[src/hdl/gbn_pkg.sv]
// package: types, constants and command/status structs for greedy box nms
`default_nettype none
package gbn_pkg;
    localparam int MAX_BOXES = 64;
    localparam int IDX_W = $clog2(MAX_BOXES);
    localparam int CNT_W = $clog2(MAX_BOXES + 1);
    localparam logic [CNT_W-1:0] MAX_CNT = CNT_W'(MAX_BOXES);

    localparam logic [0:0] REG_IOU_THRESHOLD = 1'd0;
    localparam logic [0:0] REG_KEEP_COUNT    = 1'd1;
    localparam logic [15:0] IOU_RESET = 16'd19661;
    localparam logic [6:0]  KEEP_RESET = 7'd64;

    typedef struct packed {
        logic signed [15:0] box_left;
        logic signed [15:0] box_top;
        logic [15:0] box_width;
        logic [15:0] box_height;
        logic [15:0] box_score;
        logic        last_box;
    } box_in_t;

    typedef struct packed {
        logic signed [15:0] out_left;
        logic signed [15:0] out_top;
        logic [15:0] out_width;
        logic [15:0] out_height;
        logic [15:0] out_score;
        logic [5:0]  out_source;
        logic        box_valid;
        logic        set_overflow;
        logic        last_result;
    } box_out_t;

    // controller -> datapath
    typedef struct packed {
        logic             load;      // store input box at load index
        logic             sort_rd;   // read score of sorted[j-1] and cur
        logic             sort_mv;   // sorted[j] <= sorted[j-1]
        logic             sort_put;  // sorted[j] <= cur
        logic             sup_rd;    // read boxes a (sorted[i]) and b (kept[j])
        logic             sup_keep;  // kept[kept_total] <= a
        logic             out_phase; // box and score reads follow kept[k]
        logic             out_rd;    // read kept[k] box into output
        logic [IDX_W-1:0] i;
        logic [IDX_W-1:0] j;
        logic [IDX_W-1:0] k;
        logic [IDX_W-1:0] ld_idx;
    } gbn_cmd_t;

    // datapath -> controller
    typedef struct packed {
        logic less;        // score[sorted[j-1]] < score[cur]
        logic suppress;    // overlap test true
    } gbn_sts_t;
endpackage
`default_nettype wire

[src/hdl/gbn_ctrl.sv]
// controller: load, insertion sort, suppression walk and result emission
`default_nettype none
module gbn_ctrl (
    input  wire logic               clk,
    input  wire logic               rst_n,
    input  wire logic               in_valid,
    output logic                    in_ready,
    input  wire logic               in_last,
    output logic                    out_valid,
    input  wire logic               out_ready,
    input  wire logic [6:0]         keep_cnt,
    input  wire gbn_pkg::gbn_sts_t  sts,
    output gbn_pkg::gbn_cmd_t       cmd,
    output logic                    o_box_valid,
    output logic                    o_overflow,
    output logic                    o_last
);
    import gbn_pkg::*;

    typedef enum logic [3:0] {
        S_LOAD, S_DRAIN, S_SI, S_SW, S_SC, S_PI, S_PW, S_PC, S_PN,
        S_OF, S_OW, S_OUT
    } st_t;

    localparam int SORT_LAT = 3;   // pointer, score, compare
    localparam int SUP_LAT  = 9;   // fetch pipeline into supp flag
    localparam int OUT_LAT  = 3;   // kept index, box, output registers

    st_t              st_reg;
    logic [CNT_W-1:0] cnt_reg;     // loaded boxes
    logic [CNT_W-1:0] i_reg;
    logic [CNT_W-1:0] j_reg;
    logic [CNT_W-1:0] kt_reg;      // kept total
    logic [CNT_W-1:0] k_reg;       // emit index
    logic [CNT_W-1:0] emit_reg;
    logic [3:0]       w_reg;
    logic             ovf_reg;
    logic             keep_reg;
    logic             bv_reg, last_reg, oval_reg;

    logic [CNT_W-1:0] kc;
    assign kc = (keep_cnt > 7'(MAX_BOXES)) ? MAX_CNT : CNT_W'(keep_cnt);

    assign in_ready  = (st_reg == S_LOAD);
    assign out_valid = oval_reg;
    assign o_box_valid = bv_reg;
    assign o_overflow  = ovf_reg;
    assign o_last      = last_reg;

    logic acc;
    assign acc = in_valid && in_ready;

    always_comb
    begin
        cmd = '0;
        cmd.i = IDX_W'(i_reg);
        cmd.j = IDX_W'(j_reg);
        cmd.k = (st_reg == S_PC) ? IDX_W'(kt_reg) : IDX_W'(k_reg);
        cmd.ld_idx = IDX_W'(cnt_reg);
        cmd.load = acc && (cnt_reg < MAX_CNT);
        cmd.sort_mv  = (st_reg == S_SC) && (j_reg != '0) && sts.less;
        cmd.sort_put = (st_reg == S_SC) && !((j_reg != '0) && sts.less);
        cmd.sort_rd  = (st_reg == S_SI);
        cmd.sup_rd   = (st_reg == S_PI);
        cmd.sup_keep = (st_reg == S_PC) && keep_reg && (kt_reg < MAX_CNT);
        cmd.out_phase = (st_reg == S_OF) || (st_reg == S_OW) || (st_reg == S_OUT);
        cmd.out_rd   = (st_reg == S_OW) && (w_reg == 4'(OUT_LAT - 1));
    end

    always_ff @(posedge clk or negedge rst_n)
    begin
        if (!rst_n)
        begin
            st_reg <= S_LOAD;
            cnt_reg <= '0; i_reg <= '0; j_reg <= '0; kt_reg <= '0;
            k_reg <= '0; emit_reg <= '0; w_reg <= '0;
            ovf_reg <= 1'b0; keep_reg <= 1'b0;
            bv_reg <= 1'b0; last_reg <= 1'b0; oval_reg <= 1'b0;
        end
        else
        begin
            case (st_reg)
                S_LOAD:
                    if (acc)
                    begin
                        if (cnt_reg < MAX_CNT)
                            cnt_reg <= cnt_reg + 1'b1;
                        else
                            ovf_reg <= 1'b1;
                        if (in_last)
                        begin
                            i_reg <= '0;
                            st_reg <= S_DRAIN;
                        end
                    end
                S_DRAIN:
                    // area write lands in the cycle after load
                    begin
                        if (i_reg == cnt_reg)
                        begin
                            i_reg <= '0; kt_reg <= '0;
                            st_reg <= S_PI;
                        end
                        else
                        begin
                            j_reg <= i_reg;
                            st_reg <= S_SI;
                        end
                    end
                S_SI:
                    begin
                        w_reg <= '0;
                        st_reg <= S_SW;
                    end
                S_SW:
                    if (w_reg == 4'(SORT_LAT - 2))
                        st_reg <= S_SC;
                    else
                        w_reg <= w_reg + 1'b1;
                S_SC:
                    if ((j_reg != '0) && sts.less)
                    begin
                        j_reg <= j_reg - 1'b1;
                        st_reg <= S_SI;
                    end
                    else
                    begin
                        i_reg <= i_reg + 1'b1;
                        st_reg <= S_DRAIN;
                    end
                S_PI:
                    if (i_reg == cnt_reg)
                    begin
                        emit_reg <= (kt_reg > kc) ? kc : kt_reg;
                        k_reg <= '0;
                        st_reg <= S_OF;
                    end
                    else
                    begin
                        j_reg <= '0; keep_reg <= 1'b1;
                        if (kt_reg == '0)
                            st_reg <= S_PC;
                        else
                        begin
                            w_reg <= '0;
                            st_reg <= S_PW;
                        end
                    end
                S_PW:
                    if (w_reg == 4'(SUP_LAT - 1))
                    begin
                        if (sts.suppress)
                            keep_reg <= 1'b0;
                        if (j_reg + 1'b1 == kt_reg)
                            st_reg <= S_PC;
                        else
                        begin
                            j_reg <= j_reg + 1'b1;
                            w_reg <= '0;
                            st_reg <= S_PN;
                        end
                    end
                    else
                        w_reg <= w_reg + 1'b1;
                S_PN:
                    // restart fetch for next kept entry
                    st_reg <= S_PW;
                S_PC:
                    begin
                        if (keep_reg && (kt_reg < MAX_CNT))
                            kt_reg <= kt_reg + 1'b1;
                        i_reg <= i_reg + 1'b1;
                        st_reg <= S_PI;
                    end
                S_OF:
                    if (emit_reg == '0)
                    begin
                        bv_reg <= 1'b0; last_reg <= 1'b1; oval_reg <= 1'b1;
                        st_reg <= S_OUT;
                    end
                    else
                    begin
                        w_reg <= '0;
                        st_reg <= S_OW;
                    end
                S_OW:
                    if (w_reg == 4'(OUT_LAT - 1))
                    begin
                        bv_reg <= 1'b1;
                        last_reg <= (k_reg + 1'b1 == emit_reg);
                        oval_reg <= 1'b1;
                        st_reg <= S_OUT;
                    end
                    else
                        w_reg <= w_reg + 1'b1;
                S_OUT:
                    if (out_ready)
                    begin
                        oval_reg <= 1'b0;
                        if (last_reg)
                        begin
                            cnt_reg <= '0; kt_reg <= '0; ovf_reg <= 1'b0;
                            st_reg <= S_LOAD;
                        end
                        else
                        begin
                            k_reg <= k_reg + 1'b1;
                            w_reg <= '0;
                            st_reg <= S_OW;
                        end
                    end
                default:
                    st_reg <= S_LOAD;
            endcase
        end
    end

    a_no_accept_busy: assert property (@(posedge clk) disable iff (!rst_n)
        (st_reg != S_LOAD) |-> !in_ready)
        else $error("input taken while busy");
    a_cnt_cap: assert property (@(posedge clk) disable iff (!rst_n)
        cnt_reg <= MAX_CNT)
        else $error("load count above capacity");
    a_kept_le_cnt: assert property (@(posedge clk) disable iff (!rst_n)
        kt_reg <= cnt_reg)
        else $error("kept more than loaded");
    a_out_hold: assert property (@(posedge clk) disable iff (!rst_n)
        (oval_reg && !out_ready) |=> (oval_reg && $stable(last_reg)))
        else $error("result dropped");
endmodule
`default_nettype wire

[config.mk]
export PLATFORM = sky130hd
export DESIGN_NAME = gbn_ctrl
export DESIGN_NICKNAME = d
export VERILOG_FILES = /design/src/hdl/gbn_pkg.sv /design/src/hdl/gbn_ctrl.sv
export SDC_FILE = /design/constraint.sdc
export NUM_CORES = 1
export LEC_CHECK = 0
export BUFFER_PORTS_ARGS = -buffer_cell sky130_fd_sc_hd__buf_4
export CAP_MARGIN = 25
export CORE_MARGIN = 3
export CORE_UTILIZATION = 64
export DETAILED_ROUTE_END_ITERATION = 16
export GPL_TIMING_DRIVEN = 0
export PLACE_DENSITY = 0.83
export SYNTH_ARGS = -nofsm -noshare
export SYNTH_HDL_FRONTEND = slang
export SYNTH_SLANG_ARGS = --single-unit
[constraint.sdc]
create_clock -name clk -period 5.7 [get_ports clk]
set_input_delay 0.285 -clock clk [delete_from_list [all_inputs] [get_ports clk]]
set_output_delay 0.285 -clock clk [all_outputs]
set_load 0.005 [all_outputs]
==> out/metrics.csv <==
stage,metric,value,unit
yosys,largest_family_of_logic_cells_by_synthesized_area,simple AND/OR/NAND/NOR gates,
place,sum_of_net_half_perimeters_after_detailed_placement,8700,um
cells_and_area,final-seq-area,1380,um^2
yosys,ys_types,75,
yosys,synth-adder-area-share,0.0516,
floorplanning,io_pins,51,
run,timing.max_cap.violations,0,
setup_path,critPathKind,flop to flop,
sta,finalHoldWorstSlack,-18.5,ps
setup_path,r2r_worst_path_depth,10,
floorplanning,die_width,88.6,um
sta,worstMarginPinSlew,913,ps
power,max-vdd-ir-drop,0.110,mV
setup_path,critical_path.cell_chain,"clkbuf_1, inv_1, ha_1, or3b_4, o41ai_2, nor2_1, a211o_1, or2_0, clkbuf_1, o21ai_0",
setup_path,cp_slowest_cell,sky130_fd_sc_hd__or3b_4,
sta,rsz_0062_raised_after_global_routing,false,
yosys,synthFlopType,sky130_fd_sc_hd__dfrtp_1,
cells_and_area,final_area,4960,um^2
route,via_count,4245,
worst_hold_path,timing.hold.worst.class,input port to async pin,
clock_tree,clkTransAtPathRegs,100,ps
place,post_dp_cell_area,4840,um^2
yosys,postSynth.asyncResetShare,1.00,
yosys,synth-seq-area-share,0.315,
yosys,ys_seq_elements,55,
clock_tree,number_of_gates_resized_after_cts,0,
outcome,failed_checks,hold timing,
cells_and_area,layout.core_utilization,0.763,
cells_and_area,fillCellCount,531,
cells_and_area,area_growth,13.5,%
sta,slew_headroom,0.390,
clock_tree,cts_tree,yes,
setup_path,ff_to_ff_setup_slack,2820,ps
yosys,synth.cell_area,4370,um^2
sta,timing_max_transition_violations_final,0,
yosys,post_synth_and_or_nand_nor_area_fraction,0.252,
place,placement.io_buffers,50,
sta,setup-violations-final,0,
clock_tree,cts_htree_levels,2,
sta,finalCritPeriodShare,0.506,
yosys,synth_xor_area_frac,0.0613,
floorplanning,fp.dieArea,7850,um^2
sta,setup-tns-final,0,ps
clock_tree,cts-root-to-sink-buffers,2,
route,totalWireLength,11800,um
clock_tree,cts_root_buffer,sky130_fd_sc_hd__clkbuf_8,
setup_path,critical_path_peak_fanout,9,
sta,hold_viol_final,9,
yosys,synth.avg_cell_area,8.30,um^2
floorplanning,row_count,29,
route,vias_per_cell,6.42,
sta,f_max,347,MHz
clock_tree,numCtsBuffers,5,
cells_and_area,multi_input_gate_area_in_the_final_layout,2640,um^2
yosys,synthMuxAreaShare,0.0120,
route,routed_len_inst,17.8,um
cells_and_area,post_route_cells_drive_above_1_share,0.183,
setup_path,endpoint_kind,flop,
global_routing,track_usage,0.311,
yosys,number_of_standard_cells_after_synthesis,526,
sta,period_minus_slack,2880,ps
clock_tree,clock_latency,320,ps
global_routing,grt_max_degree,56,
route,detail-route-antenna-nets,0,
yosys,synth_edf_count,0,
setup_path,timing.critical_path.from_type,flop,
global_routing,grt_antenna_before_repair,0,
global_routing,globalRoute.totalOverflow,0,
route,1st_iter_drt_viols,359,
global_routing,grt_pass1_wl,19200,um
setup_path,crit_required,5920,ps
clock_tree,ctsHoldBuffers,0,
route,dr.pass1.iters,5,
clock_tree,clock_sink_count,55,
yosys,synth-warning-count,0,
cells_and_area,fin_nets,615,
yosys,synth.net_count,558,
power,power-per-cell-area,142,nW/um^2
floorplanning,initial_core_util,0.673,
power,report.power.total,0.706,mW
yosys,synth_compound_area_frac,0.227,
place,globalplace.congestion,0.927,
power,cellLeakagePower,2.26,nW
sta,fin_skew,7.47,ps
setup_path,critical_path_arrival,3110,ps
setup_path,critical-path-top-cell-by-count,sky130_fd_sc_hd__clkbuf_1,
floorplanning,die_h,88.6,um
global_routing,vias_in_the_first_global_route,3976,
setup_path,cpPeakStageDelay,430,ps
route,post-route-drc-count,0,
floorplanning,core-area,6490,um^2
clock_tree,post_cts_buffers,0,
outcome,run_status,"complete, but fails checks",
cells_and_area,diodes,0,
[cell families (layout without fill, tap and decap cells)]
group / Yosys count / count (layout)
simple gates: 210 / 210
compound gates: 142 / 142
fa+ha+maj: 18 / 18
flops: 55 / 55
mux: 5 / 5
xor+xnor: 29 / 29
buf+inv: 67 / 125
[per-stage QoR]
| step | cells | setup slack [ps] |
|---|---|---|
| 6_report | 661 | 2820 |
| 5_1_grt | 661 | 2630 |
| 4_1_cts | 661 | 2850 |
| 3_5_place_dp | 653 | 2870 |
| 3_3_place_gp | 653 | 2960 |
| 2_1_floorplan | 526 | 3240 |
[power breakdown]
part | internal [mW] | leakage (nW) | switching (mW)
Combinational | 0.0134 | 1.51 | 0.0210
Clock | 0.143 | 0.0612 | 0.138
Sequential | 0.390 | 0.683 | 0.000597
Total | 0.546 | 2.26 | 0.160
[final timing paths]
check	startpoint	end
max reg2reg	j_reg[0]$_DFFE_PN0P_	i_reg[4]$_DFFE_PN0P_
min reg2reg	o_box_valid$_DFFE_PN0P_	o_box_valid$_DFFE_PN0P_
min	rst_n	j_reg[5]$_DFFE_PN0P_
max	j_reg[0]$_DFFE_PN0P_	i_reg[4]$_DFFE_PN0P_
max in group asynchronous	rst_n	i_reg[4]$_DFFE_PN0P_
min in group clk	in_valid	o_overflow$_DFFE_PN0P_
[critical path: cells and delay by family, from the launching register on]
kind                     cells  cell delay (ps)
adder cells (fa/ha/maj)      1              200
AO/OA/AOI/OAI                3              880
AND/OR/NAND/NOR              3              810
buffers and inverters        3              470
flip-flops                   1              410
[layer usage]
| layer | GRT usage | vias up | routed length (um) |
|---|---|---|---|
| li1 | - | 2009 | - |
| met1 | 0.441 | 1999 | 5010 |
| met2 | 0.506 | 215 | 5600 |
| met3 | 0.0372 | 22 | 1000 |
| met4 | 0.0824 | 0 | 159 |
| met5 | 0 | - | 0 |
[cells in the final DEF, fill, tap and decap left out, drive strengths merged, types with 3 or more instances in the layout]
cell	count
or2	3
a21oi	20
buf	84
o31ai	6
o21bai	4
xor2	14
nor2b	11
and3	7
nand3	18
o21ai	40
o21a	10
dfrtp	55
nor2	49
a22o	10
xnor2	14
nand4	7
o211ai	4
or4	4
a211oi	5
a31oi	7
and4	3
inv	19
a221oi	3
ha	18
a221o	5
nand3b	3
nand2b	12
clkbuf	20
nand2	57
nor3	14
mux2i	3
nor4	7
[area by class of cell]
type / count / share of cell area
Buffer: 48 / 0.0568
Timing Repair Buffer: 50 / 0.0757
Clock buffer: 6 / 0.0167
Multi-Input combinational cell: 404 / 0.532
Tap cell: 77 / 0.0194
Inverter: 19 / 0.0144
Sequential cell: 55 / 0.278
Clock inverter: 2 / 0.00707
[synthesized netlist by cell type (6+ instances only)]
cell type                  count  share of area
sky130_fd_sc_hd__and3_1        7          0.010
sky130_fd_sc_hd__xor2_1       14          0.028
sky130_fd_sc_hd__xnor2_1      14          0.028
sky130_fd_sc_hd__a21oi_1      20          0.023
sky130_fd_sc_hd__a31oi_1       7          0.010
sky130_fd_sc_hd__nor3_1       14          0.016
sky130_fd_sc_hd__nand2_1      57          0.049
sky130_fd_sc_hd__nand4_1       7          0.010
sky130_fd_sc_hd__buf_4        19          0.033
sky130_fd_sc_hd__buf_2        12          0.014
sky130_fd_sc_hd__nor2b_1      11          0.016
sky130_fd_sc_hd__a22o_1       10          0.020
sky130_fd_sc_hd__o21a_1       10          0.017
sky130_fd_sc_hd__ha_1         18          0.052
sky130_fd_sc_hd__dfrtp_1      55           0.32
sky130_fd_sc_hd__nand2b_1     12          0.017
sky130_fd_sc_hd__inv_1        19          0.016
sky130_fd_sc_hd__clkbuf_1     14          0.012
sky130_fd_sc_hd__nand3_1      18          0.021
sky130_fd_sc_hd__nor2_1       49          0.042
sky130_fd_sc_hd__o31ai_1       6          0.010
sky130_fd_sc_hd__o21ai_0      39          0.045
(Power assumes the default switching activity.)
